==> config.mk <==
export PLATFORM = sky130hd
export DESIGN_NAME = multi_mode_key_event_detector_core_flat
export DESIGN_NICKNAME = d
export VERILOG_FILES = /design/src/rtl/mmked_pkg.sv /design/src/rtl/mmked_tick_if.sv /design/src/rtl/mmked_result_if.sv /design/src/rtl/mmked_cfg_regs.sv /design/src/rtl/mmked_event_logic.sv /design/src/rtl/multi_mode_key_event_detector_core.sv /design/src/flat_wrapper.sv
export SDC_FILE = /design/constraint.sdc
export NUM_CORES = 1
export LEC_CHECK = 0
export BUFFER_PORTS_ARGS = -buffer_cell sky130_fd_sc_hd__buf_4
export CORE_MARGIN = 5
export CORE_UTILIZATION = 30
export CTS_BUF_LIST = sky130_fd_sc_hd__clkbuf_2 sky130_fd_sc_hd__clkbuf_4 sky130_fd_sc_hd__clkbuf_8
export CTS_CLUSTER_SIZE = 30
export DETAILED_ROUTE_END_ITERATION = 8
export SLEW_MARGIN = 40
export SYNTH_ARGS = -nofsm -noshare
export SYNTH_HDL_FRONTEND = slang
export SYNTH_HIERARCHICAL = 1
export SYNTH_SLANG_ARGS = --single-unit
==> constraint.sdc <==
create_clock -name clk_i -period 3.83 [get_ports clk_i]
set_input_delay 0.766 -clock clk_i [delete_from_list [all_inputs] [get_ports clk_i]]
set_output_delay 0.766 -clock clk_i [all_outputs]
set_load 0.05 [all_outputs]
==> src/rtl/mmked_pkg.sv <==
// ----------------------------------------------------------------------------
// mmked_pkg
// Types and constants shared by the key event detector modules.
// ----------------------------------------------------------------------------
package mmked_pkg;

  localparam int unsigned ModeW  = 3;
  localparam int unsigned TickW  = 12;
  localparam int unsigned CountW = 7;
  localparam int unsigned CfgIdxW  = 2;
  localparam int unsigned CfgDataW = 12;

  typedef enum logic [ModeW-1:0] {
    MODE_LEVEL   = 3'd0,
    MODE_PRESS   = 3'd1,
    MODE_RELEASE = 3'd2,
    MODE_LONG    = 3'd3,
    MODE_MULTI   = 3'd4,
    MODE_REPEAT  = 3'd5
  } mode_e;

  typedef enum logic [CfgIdxW-1:0] {
    CFG_MODE_SELECT = 2'd0,
    CFG_TICK_LIMIT  = 2'd1,
    CFG_HOLD_FLAG   = 2'd2,
    CFG_MAX_COUNT   = 2'd3
  } cfg_idx_e;

  // Result codes that are not a press count
  localparam logic [CountW-1:0] RES_NONE  = 7'd0;
  localparam logic [CountW-1:0] RES_EDGE  = 7'd1;
  localparam logic [CountW-1:0] RES_SHORT = 7'd1;
  localparam logic [CountW-1:0] RES_LONG  = 7'd2;

  typedef struct packed {
    logic [ModeW-1:0]  mode_select;
    logic [TickW-1:0]  tick_limit;
    logic              hold_flag;
    logic [CountW-1:0] max_count;
  } cfg_t;

  typedef struct packed {
    logic              armed;
    logic [TickW-1:0]  tick_count;
    logic [CountW-1:0] press_count;
  } key_state_t;

endpackage

==> src/rtl/mmked_tick_if.sv <==
// ----------------------------------------------------------------------------
// mmked_tick_if
// Valid/ready channel carrying one scan tick (key level).
// ----------------------------------------------------------------------------
interface mmked_tick_if;
  logic valid;
  logic ready;
  logic pressed;

  modport source (output valid, output pressed, input ready);
  modport sink   (input valid, input pressed, output ready);
endinterface

==> src/rtl/mmked_result_if.sv <==
// ----------------------------------------------------------------------------
// mmked_result_if
// Valid/ready channel carrying one key result per scan tick.
// ----------------------------------------------------------------------------
interface mmked_result_if;
  logic       valid;
  logic       ready;
  logic [6:0] key_result;

  modport source (output valid, output key_result, input ready);
  modport sink   (input valid, input key_result, output ready);
endinterface

==> src/rtl/mmked_cfg_regs.sv <==
// ----------------------------------------------------------------------------
// mmked_cfg_regs
// Configuration register file, written through a plain write port.
// ----------------------------------------------------------------------------
module mmked_cfg_regs (
  input  logic                            clk_i,
  input  logic                            rst_ni,
  input  logic                            cfg_we_i,
  input  logic [mmked_pkg::CfgIdxW-1:0]   cfg_index_i,
  input  logic [mmked_pkg::CfgDataW-1:0]  cfg_data_i,
  output mmked_pkg::cfg_t                 cfg_o
);
  import mmked_pkg::*;

  cfg_t cfg_q;
  cfg_t cfg_d;

  always_comb begin
    cfg_d = cfg_q;
    if (cfg_we_i) begin
      case (cfg_idx_e'(cfg_index_i))
        CFG_MODE_SELECT: cfg_d.mode_select = cfg_data_i[ModeW-1:0];
        CFG_TICK_LIMIT:  cfg_d.tick_limit  = cfg_data_i[TickW-1:0];
        CFG_HOLD_FLAG:   cfg_d.hold_flag   = cfg_data_i[0];
        CFG_MAX_COUNT:   cfg_d.max_count   = cfg_data_i[CountW-1:0];
        default: ;
      endcase
    end
  end

  always_ff @(posedge clk_i or negedge rst_ni) begin
    if (!rst_ni) begin
      cfg_q <= '0;
    end else begin
      cfg_q <= cfg_d;
    end
  end

  assign cfg_o = cfg_q;

endmodule

==> src/rtl/mmked_event_logic.sv <==
// ----------------------------------------------------------------------------
// mmked_event_logic
// Per-tick next-state and result logic for all six detector modes.
// ----------------------------------------------------------------------------
module mmked_event_logic (
  input  mmked_pkg::cfg_t                 cfg_i,
  input  mmked_pkg::key_state_t           state_i,
  input  logic                            pressed_i,
  output mmked_pkg::key_state_t           state_o,
  output logic [mmked_pkg::CountW-1:0]    key_result_o
);
  import mmked_pkg::*;

  logic [TickW-1:0]  tick_inc;
  logic [CountW-1:0] press_inc;
  logic              armed_m;
  logic [TickW-1:0]  tick_m;
  logic [CountW-1:0] press_m;

  assign tick_inc  = state_i.tick_count + TickW'(1);
  assign press_inc = state_i.press_count + CountW'(1);

  always_comb begin
    state_o      = state_i;
    key_result_o = RES_NONE;
    armed_m      = state_i.armed;
    tick_m       = state_i.tick_count;
    press_m      = state_i.press_count;

    case (mode_e'(cfg_i.mode_select))
      MODE_LEVEL: begin
        key_result_o = {{(CountW-1){1'b0}}, pressed_i};
      end
      MODE_PRESS: begin
        if (pressed_i && state_i.armed) begin
          state_o.armed = 1'b0;
          key_result_o  = RES_EDGE;
        end else if (!pressed_i) begin
          state_o.armed = 1'b1;
        end
      end
      MODE_RELEASE: begin
        if (pressed_i) begin
          state_o.armed = 1'b1;
        end else if (state_i.armed) begin
          state_o.armed = 1'b0;
          key_result_o  = RES_EDGE;
        end
      end
      MODE_LONG: begin
        if (pressed_i) begin
          if (state_i.tick_count < cfg_i.tick_limit) begin
            state_o.tick_count = tick_inc;
          end else if (cfg_i.hold_flag || state_i.armed) begin
            state_o.armed = 1'b0;
            key_result_o  = RES_LONG;
          end
        end else begin
          if ((state_i.tick_count != '0) && (state_i.tick_count < cfg_i.tick_limit)) begin
            key_result_o = RES_SHORT;
          end
          state_o.armed      = 1'b1;
          state_o.tick_count = '0;
        end
      end
      MODE_MULTI: begin
        // Count the press first, then check the end of the burst
        if (pressed_i && state_i.armed) begin
          tick_m  = '0;
          armed_m = 1'b0;
          press_m = press_inc;
        end else if (!pressed_i) begin
          armed_m = 1'b1;
        end
        if ((tick_m >= cfg_i.tick_limit) || (press_m == cfg_i.max_count)) begin
          key_result_o = press_m;
          state_o      = '0;
        end else begin
          state_o.armed       = armed_m;
          state_o.tick_count  = tick_m + TickW'(1);
          state_o.press_count = press_m;
        end
      end
      MODE_REPEAT: begin
        if (pressed_i) begin
          press_m             = state_i.armed ? press_inc : state_i.press_count;
          state_o.press_count = press_m;
          state_o.tick_count  = '0;
          state_o.armed       = 1'b0;
          key_result_o        = press_m;
        end else begin
          state_o.armed = 1'b1;
          if ((state_i.tick_count < cfg_i.tick_limit) &&
              (state_i.press_count < cfg_i.max_count)) begin
            state_o.tick_count = tick_inc;
          end else begin
            state_o.press_count = '0;
          end
          key_result_o = cfg_i.hold_flag ? state_o.press_count : RES_NONE;
        end
      end
      default: ;
    endcase
  end

endmodule

==> src/rtl/multi_mode_key_event_detector_core.sv <==
// ----------------------------------------------------------------------------
// multi_mode_key_event_detector_core
// Key event detector: level, press/release edge, long press, multi click and
// fast repeat, one result per scan tick.
// ----------------------------------------------------------------------------
//
//   channel     | dir | payload            | transfer when
//   ------------+-----+--------------------+---------------------------
//   tick_in     | in  | pressed (1 bit)    | valid && ready
//   result_out  | out | key_result (7 bit) | valid && ready
//   cfg         | in  | index 2b, data 12b | cfg_we_i
//
// A tick passes through the input register and then the result register; a
// stall on result_out can hold it in between. One tick enters per cycle as
// long as the result side keeps taking results; the per-tick state update is
// a single pass of compares, increments and the mode mux.
// Reset clears the configuration, the detector state and both valid flags.
// A stall on result_out holds the result register and, once the input
// register is also full, drops tick_in.ready.
// ----------------------------------------------------------------------------
module multi_mode_key_event_detector_core (
  input  logic                            clk_i,
  input  logic                            rst_ni,
  input  logic                            cfg_we_i,
  input  logic [mmked_pkg::CfgIdxW-1:0]   cfg_index_i,
  input  logic [mmked_pkg::CfgDataW-1:0]  cfg_data_i,
  mmked_tick_if.sink                      tick_in,
  mmked_result_if.source                  result_out
);
  import mmked_pkg::*;

  cfg_t              cfg;
  key_state_t        state_q;
  key_state_t        state_d;
  logic [CountW-1:0] result_d;
  logic [CountW-1:0] result_q;

  logic in_valid_q;
  logic pressed_q;
  logic out_valid_q;
  logic advance;
  logic in_ready;

  // Configuration registers
  mmked_cfg_regs u_cfg_regs (
    .clk_i       (clk_i),
    .rst_ni      (rst_ni),
    .cfg_we_i    (cfg_we_i),
    .cfg_index_i (cfg_index_i),
    .cfg_data_i  (cfg_data_i),
    .cfg_o       (cfg)
  );

  // The result register moves whenever it is empty or being drained
  assign advance  = !out_valid_q || result_out.ready;
  // Input register takes a tick when empty or when its tick moves on
  assign in_ready = !in_valid_q || advance;
  assign tick_in.ready = in_ready;

  always_ff @(posedge clk_i or negedge rst_ni) begin
    if (!rst_ni) begin
      in_valid_q <= 1'b0;
    end else if (in_ready) begin
      in_valid_q <= tick_in.valid;
    end
  end

  // Hold the tick level; payload needs no reset
  always_ff @(posedge clk_i) begin
    if (in_ready && tick_in.valid) begin
      pressed_q <= tick_in.pressed;
    end
  end

  // Per-tick detector logic between the input and result registers
  mmked_event_logic u_event_logic (
    .cfg_i        (cfg),
    .state_i      (state_q),
    .pressed_i    (pressed_q),
    .state_o      (state_d),
    .key_result_o (result_d)
  );

  // Commit the detector state only when the tick actually moves on
  always_ff @(posedge clk_i or negedge rst_ni) begin
    if (!rst_ni) begin
      state_q     <= '0;
      out_valid_q <= 1'b0;
    end else if (advance) begin
      out_valid_q <= in_valid_q;
      if (in_valid_q) begin
        state_q <= state_d;
      end
    end
  end

  always_ff @(posedge clk_i) begin
    if (advance && in_valid_q) begin
      result_q <= result_d;
    end
  end

  assign result_out.valid      = out_valid_q;
  assign result_out.key_result = result_q;

endmodule
==> src/flat_wrapper.sv <==
// flat-port wrapper written by rule: the top's interface ports become plain ports
module multi_mode_key_event_detector_core_flat import mmked_pkg::*;
  (clk_i, rst_ni, cfg_we_i, cfg_index_i, cfg_data_i, tick_in_valid, tick_in_pressed, tick_in_ready, result_out_valid, result_out_key_result, result_out_ready);
  mmked_tick_if tick_in_i ();
  mmked_result_if result_out_i ();
  input  logic clk_i;
  input  logic rst_ni;
  input  logic cfg_we_i;
  input  logic [mmked_pkg::CfgIdxW-1:0] cfg_index_i;
  input  logic [mmked_pkg::CfgDataW-1:0] cfg_data_i;
  input wire logic [$bits(tick_in_i.valid)-1:0] tick_in_valid;
  input wire logic [$bits(tick_in_i.pressed)-1:0] tick_in_pressed;
  output wire logic [$bits(tick_in_i.ready)-1:0] tick_in_ready;
  output wire logic [$bits(result_out_i.valid)-1:0] result_out_valid;
  output wire logic [$bits(result_out_i.key_result)-1:0] result_out_key_result;
  input wire logic [$bits(result_out_i.ready)-1:0] result_out_ready;
  assign tick_in_i.valid = tick_in_valid;
  assign tick_in_i.pressed = tick_in_pressed;
  assign tick_in_ready = tick_in_i.ready;
  assign result_out_valid = result_out_i.valid;
  assign result_out_key_result = result_out_i.key_result;
  assign result_out_i.ready = result_out_ready;
  multi_mode_key_event_detector_core u_core (.clk_i(clk_i), .rst_ni(rst_ni), .cfg_we_i(cfg_we_i), .cfg_index_i(cfg_index_i), .cfg_data_i(cfg_data_i), .tick_in(tick_in_i), .result_out(result_out_i));
endmodule
==> out/summary.txt, run 1 <==
Final worst slack = 387.3 ps
Post-route cell area = 4986 sq um
Hold Slack = 441.9 ps
Via count = 3858
Antenna fix cells = 0
Syn Nets = 550
Final period util = 89.89%
Crit. End Element = register
Dominant synthesized flop cell = dfrtp_1
TritonCTS Buffers = 5
Vias in the first global route = 3706
Critical Path Source Type = register
Mapped cell area = 4517 sq um
GPL Wtd Cong = 0.9225
Root Driver = clkbuf_8
MaxCap Viol Count = 0
Postcts setup bufs = 0
TritonCTS clock tree = done
Max incr delay on CP = 470 ps
IO Pins = 29
Synth cell types = 65
P_int = 1.335 mW
Compound-gate portion of the synthesized area = 16.68%
Pre-antenna DRT Iters = 6
Total Routed Length = 11800 um
Min cycle time layout = 3443 ps
Clock skew = 7.320 ps
Hold Crit Class = in2async
Worst slew pin tran = 708.1 ps
Pleak = 2.286 nW
Initial Util = 30.84%
Share of cells above drive strength 1 = 20.43%
Synth Area per Inst = 9.088 sq um
RSZ-0062 raised after global routing = no
Clock network fraction of total power = 18.0%
Multi-input logic area = 2873 sq um
FF+latch count, synth = 53
Synthesis Warnings = 6
Max clock buf depth = 2
Die Span Y = 132.7 um
Critical-path cell list = buf_4, and2_1, nor2_1, ha_1, a21o_1, a21oi_1, o221ai_1, a221oi_1, o31a_1, nand2_1, a32oi_1, o22a_1, mux2_4
First-pass GRT wire length = 19090 um
Wire per inst = 16.90 um
Clock Sinks = 53
Share of async-settable or async-resettable flops after synthesis = 84.91%
1st-iter DRT viols = 278
Die width = 132.7 um
Largest net degree at the start of global routing = 46
Worst endpoint data arrival time = 3710 ps
Adder-cell share of the synthesized area = 9.141%
Area growth syn-to-layout = 10.39%
Pwr Density = 451.0 nW/um^2
Max Slew Vio Count = 0
Seq/Total Area, Yosys = 30.25%
Sw Ratio = 40.64%
Gr ovfl total = 0
Total GRT Usage = 13.19%
# rows = 44
Crit Path Class = reg2reg
Peak supply drop = 0.2335 mV
Resize count post-CTS = 0
Setup TNS = 0 ps
Final setup violation count = 0
Synth Area in Simple Gates = 19.89%
Post-synth EDFFs = 8
I/O Buffers = 28
Fillers = 1498
CORE AREA = 14640 sq um
Critical path data required time = 4100 ps
XOR/XNOR Fraction of Synth Area = 3.102%
Sequential power share = 37.6%
Placed Instance Area = 4871 sq um
Crit-path slowest cell = o31a_1
Initial antenna violation count = 0
Fmax = 290.5 MHz
H-tree depth = 2
P_sw = 913.9 uW
Max FO, Critical Path = 18
Post-synthesis mux area share = 14.79%
Slew margin rel. = 52.59%
Post-CTS Hold Buffers = 0
Post-Synthesis Cells = 497
Status = complete, no violations
Comb pwr share = 44.4%
Clk_lat worst skew = 320 ps
Clk slew on worst S/H paths = 100 ps
Pre-CTS setup slack = 470.4 ps
Remaining DRCs = 0
Sequential cell area = 1366 sq um
Main combinational cell family by area after synthesis = simple AND/OR/NAND/NOR gates
Fin nets = 566
Routed vias/inst = 5.527
Routed Antenna Nets = 0
Die area = 17610 sq um
Final HPWL DP = 8796 um
Final hold vios = 0
## routing by layer
| metal | wire (um) | vias up | part of all wire (%) | global-route usage [%] |
|---|---|---|---|---|
| li1 | - | 1831 | - | - |
| met2 | 5430 | 131 | 46 | 21.07 |
| met3 | 590 | 21 | 5.0 | 1.746 |
| met4 | 214 | 0 | 1.8 | 4.561 |
| met1 | 5561 | 1875 | 47 | 18.33 |
| met5 | 0 | - | 0 | 0 |
## final timing paths
kind / from / end / slack (ps) / depth (start not counted)
setup / recovery: u_core/pressed_q / u_core/state_q[14] / 390 / 13
hold / removal: rst_ni / u_core/u_cfg_regs/cfg_o[19] / 440 / 1
setup reg to reg: u_core/pressed_q / u_core/state_q[14] / 390 / 13
hold reg to reg: u_core/u_cfg_regs/cfg_o[12] / u_core/u_cfg_regs/cfg_o[12] / 520 / 1
max in group asynchronous: rst_ni / u_core/state_q[12] / 2980 / 1
min in group clk_i: u_core/u_cfg_regs/cfg_o[12] / u_core/u_cfg_regs/cfg_o[12] / 520 / 1
## sequential cells by signal, summed over array words and instances, names as in the netlist
name	count
u_core/in_valid_q	1
u_core/pressed_q	1
u_core/result_out.key_result	7
u_core/result_out.valid	1
u_core/state_q	20
u_core/u_cfg_regs/cfg_o	23
## stage by stage
step	total power [mW]	instances	utilization [%]
6_report	2.249	698	34.05
5_1_grt	2.412	698	34.05
4_1_cts	2.259	698	34.05
3_5_place_dp	1.844	690	33.26
3_3_place_gp	1.822	690	33.26
2_1_floorplan	1.585	497	-
## power groups by stage
stage | sequential, mW | combinational (mW) | clock (mW)
5_1_grt | 0.870 | 1.10 | 0.442
3_5_place_dp | 0.856 | 0.988 | 0
3_3_place_gp | 0.853 | 0.970 | 0
6_report | 0.846 | 0.998 | 0.405
4_1_cts | 0.847 | 0.993 | 0.419
2_1_floorplan | 0.792 | 0.792 | 0
## Yosys cell counts, types with 9 or more instances
library cell	n	area, sq um
xnor2_1	9	78.83
nand2b_1	10	62.56
a21oi_1	26	130.1
dfrtp_1	45	1126
clkbuf_1	17	63.81
nand2_1	43	161.4
o21ai_0	25	125.1
mux2_2	16	180.2
nand3_1	21	105.1
nor2_1	38	142.6
ha_1	33	412.9
inv_1	30	112.6
a31oi_1	10	62.56
and2_1	12	75.07
mux2_4	29	435.4
## logic make-up after synthesis
family | count (synthesis)
compound gates | 115
xor+xnor | 16
fa+ha+maj | 33
buf+inv | 60
flops | 53
mux | 49
simple gates | 171
## cell type report
class                   instances  share of cell area, %
multi-input cells             384                  57.62
clock buffers                   6                  1.531
flip-flops and latches         53                  27.40
repair buffers                 38                  5.721
well taps                     184                  4.617
clock inverters                 2                 0.7779
inverters                      31                  2.334
## critical path: cells and delay by family, from the launching register on
| kind | cells | cell delay, ps |
|---|---|---|
| fa+ha+maj | 1 | 250 |
| buf+inv | 1 | 210 |
| mux | 1 | 130 |
| compound gates | 7 | 1730 |
| simple gates | 3 | 670 |
| flops | 1 | 400 |
## layout by cell type (no fill, tap or decap), types with 4 or more instances in the layout
| cell | synthesis | layout |
|---|---|---|
| inv_1 | 30 | 30 |
| nor2b_1 | 6 | 6 |
| clkbuf_8 | 0 | 5 |
| edfxtp_1 | 8 | 8 |
| o22ai_1 | 6 | 6 |
| mux2_4 | 29 | 29 |
| mux2_2 | 16 | 16 |
| ha_1 | 33 | 33 |
| nand2_1 | 43 | 43 |
| a21o_1 | 7 | 7 |
| nand4_1 | 8 | 8 |
| and3_1 | 7 | 7 |
| nand2b_1 | 10 | 10 |
| a21oi_1 | 26 | 26 |
| xor2_1 | 7 | 7 |
| nor3_1 | 7 | 7 |
| dfrtp_1 | 45 | 45 |
| buf_4 | 3 | 38 |
| a31oi_1 | 10 | 10 |
| a32oi_1 | 6 | 6 |
| o21ai_0 | 25 | 25 |
| o221ai_1 | 4 | 4 |
| xnor2_1 | 9 | 9 |
| nand3_1 | 21 | 21 |
| and2_1 | 12 | 12 |
| nor2_1 | 38 | 38 |
| o22a_1 | 4 | 4 |
Power figures use the tool's default switching activity.
==> run 2: changes to the inputs <==
==> constraint.sdc (replaced) <==
create_clock -name clk_i -period 3.83 [get_ports clk_i]
set_input_delay 0 -clock clk_i [delete_from_list [all_inputs] [get_ports clk_i]]
set_output_delay 0 -clock clk_i [all_outputs]
set_load 0.05 [all_outputs]
==> run 2 against run 1 <==
Sequential share of layout area down 0.90 points. Clock-buffer cell count did not move. Routed wire length up 0.70%. Clock skew up 1.1 ps. Fmax increased by 1.3%. Largest power group unchanged. Via count is 1.8% higher. Combinational power about the same. Core utilization grew 1.2 points.
==> out/summary.txt, run 2 (synthesized netlist as in run 1, its figures left out) <==
Min cycle time layout = 3397 ps (-45.22 ps)
R2R Path Start = u_core/pressed_q
Final period util = 88.71% (-1.2 points)
First-pass GRT wire length = 19390 um (+1.6%)
Critical path data required time = 4100 ps (about the same)
Root Driver = clkbuf_8
Via count = 3926 (+1.8%)
Fmax = 294.3 MHz (+1.3%)
Final HPWL DP = 8796 um (unchanged)
Most common cell after layout, fill and taps aside = dfrtp_1
Crit-path slowest cell = o31a_1
IO Pins = 29 (unchanged)
Gr ovfl total = 0 (unchanged)
Reg-to-reg endpoint = u_core/state_q[14]
Wire per inst = 16.61 um (-1.7%)
Non-filler cells, final = 715 (+2.4%)
TritonCTS clock tree = done
Status = complete, no violations
Clock Sinks = 53 (unchanged)
Initial antenna violation count = 0 (unchanged)
Pre-antenna DRT Iters = 6 (unchanged)
Die width = 132.7 um (unchanged)
# rows = 44 (unchanged)
Die Span Y = 132.7 um (unchanged)
Placed cells = 690 (unchanged)
Routed vias/inst = 5.491 (-0.66%)
GPL Wtd Cong = 0.9225 (unchanged)
Max reg flops = 23 (unchanged)
Clk slew on worst S/H paths = 100 ps (about the same)
Fin nets = 583 (+3.0%)
Crit Path Class = reg2reg
Pleak = 2.356 nW (+3.1%)
MaxCap Viol Count = 0 (unchanged)
Clk_lat worst skew = 320 ps (about the same)
Max Slew Vio Count = 0 (unchanged)
Total Routed Length = 11880 um (+0.70%)
Final hold vios = 0 (unchanged)
Most frequent cells in the layout = dfrtp_1, nand2_1, buf_4, nor2_1, ha_1
I/O Buffers = 28 (unchanged)
TritonCTS Buffers = 5 (unchanged)
Hold wc startpoint = cfg_index_i[1]
Final setup violation count = 0 (unchanged)
Critical Path Source Type = register
H-tree depth = 2 (unchanged)
Die area = 17610 sq um (unchanged)
Largest net degree at the start of global routing = 46 (unchanged)
Share of cells above drive strength 1 = 19.77% (-0.65 points)
Remaining DRCs = 0 (unchanged)
Routed Antenna Nets = 0 (unchanged)
Max clock buf depth = 2 (unchanged)
Hold path depth = 3
RSZ-0062 raised after global routing = no
Setup TNS = 0 ps (unchanged)
Peak supply drop = 0.2375 mV (+1.7%)
Initial Util = 30.84% (unchanged)
CORE AREA = 14640 sq um (unchanged)
Register-to-Register Path Depth = 13 (unchanged)
Antenna fix cells = 0 (unchanged)
Critical-path cell list = buf_4, and2_1, nor2_1, ha_1, a21o_1, a21oi_1, o221ai_1, a221oi_1, o31a_1, nand2_1, a32oi_1, o22a_1, mux2_4
Max FO, Critical Path = 18 (unchanged)
Crit. End Element = register
Area growth syn-to-layout = 14.16%
Reg2reg setup slack = 430 ps (+50 ps)
Total GRT Usage = 13.37% (+0.18 points)
1st-iter DRT viols = 271 (-2.5%)
Clock skew = 8.462 ps (+1.142 ps)
Hold Crit Class = in2reg
Worst slew pin tran = 721.0 ps (+12.98 ps)
Worst endpoint data arrival time = 3670 ps (-40 ps)
Vias in the first global route = 3795 (+2.4%)
Pwr Density = 438.8 nW/um^2 (-2.7%)
Layout Utilization = 35.21% (+1.2 points)
Hold EP = u_core/u_cfg_regs/cfg_o[7]
Max incr delay on CP = 460 ps (about the same)
Slew margin rel. = 51.72% (-0.87 points)
==> run 2: what timing repair did <==
| action | CTS | global route |
|---|---|---|
| setup buffers | 0 | 0 |
| hold buffers | 17 | 0 |
| gates resized for setup | 0 | 0 |
| endpoints found under the hold margin | 71 | 0 |
==> run 2: worst max-delay path by stage <==
stage                                 from                  to  slack (ps)  cells past startpoint
after global routing      u_core/pressed_q  u_core/state_q[13]         110                     13
after CTS                 u_core/pressed_q  u_core/state_q[14]         430                     13
final                     u_core/pressed_q  u_core/state_q[14]         430                     13
after global placement    u_core/pressed_q  u_core/state_q[14]         550                     13
after detailed placement  u_core/pressed_q  u_core/state_q[14]         470                     13
after floorplan           u_core/pressed_q   u_core/state_q[0]         800                     15
==> run 2: cell type report <==
cell class	count	area, sq um
Timing Repair Buffer	55	455.4
Sequential cell	53	1366
Tap cell	184	230.2
Inverter	31	116.4
Clock inverter	2	38.79
Fill cell	1479	9488
Clock buffer	6	76.32
Multi-Input combinational cell	384	2873
==> run 2: routing by layer <==
layer	track usage [%]	vias to the layer above	routed length, um
li1	-	1870	-
met4	4.677	0	230
met1	18.41	1898	5606
met2	21.61	134	5495
met5	0	-	0
met3	1.708	24	546
==> run 2: worst max-delay path: cells and delay by family (launching register included) <==
family | cells | cell delay (ps)
mux | 1 | 130
flops | 1 | 400
fa+ha+maj | 1 | 250
buf+inv | 1 | 210
simple gates | 3 | 650
compound gates | 7 | 1700
==> run 2: stage by stage <==
step | hold slack, ps | cell area [sq um] | power (mW) | setup slack [ps]
2_1_floorplan | -295.6 | 4517 | 1.585 | 798.3
3_3_place_gp | 51.79 | 4871 | 1.822 | 549.1
3_5_place_dp | 56.41 | 4871 | 1.844 | 470.4
4_1_cts | 50.93 | 5156 | 2.273 | 434.1
5_1_grt | 56.48 | 5156 | 2.427 | 112.1
6_report | 60.28 | 5156 | 2.262 | 432.6
==> run 2: where the power goes <==
group          switching, mW  internal (mW)
sequential             0.175          0.670
combinational          0.539          0.472
clock                  0.202          0.204
total                  0.916           1.35
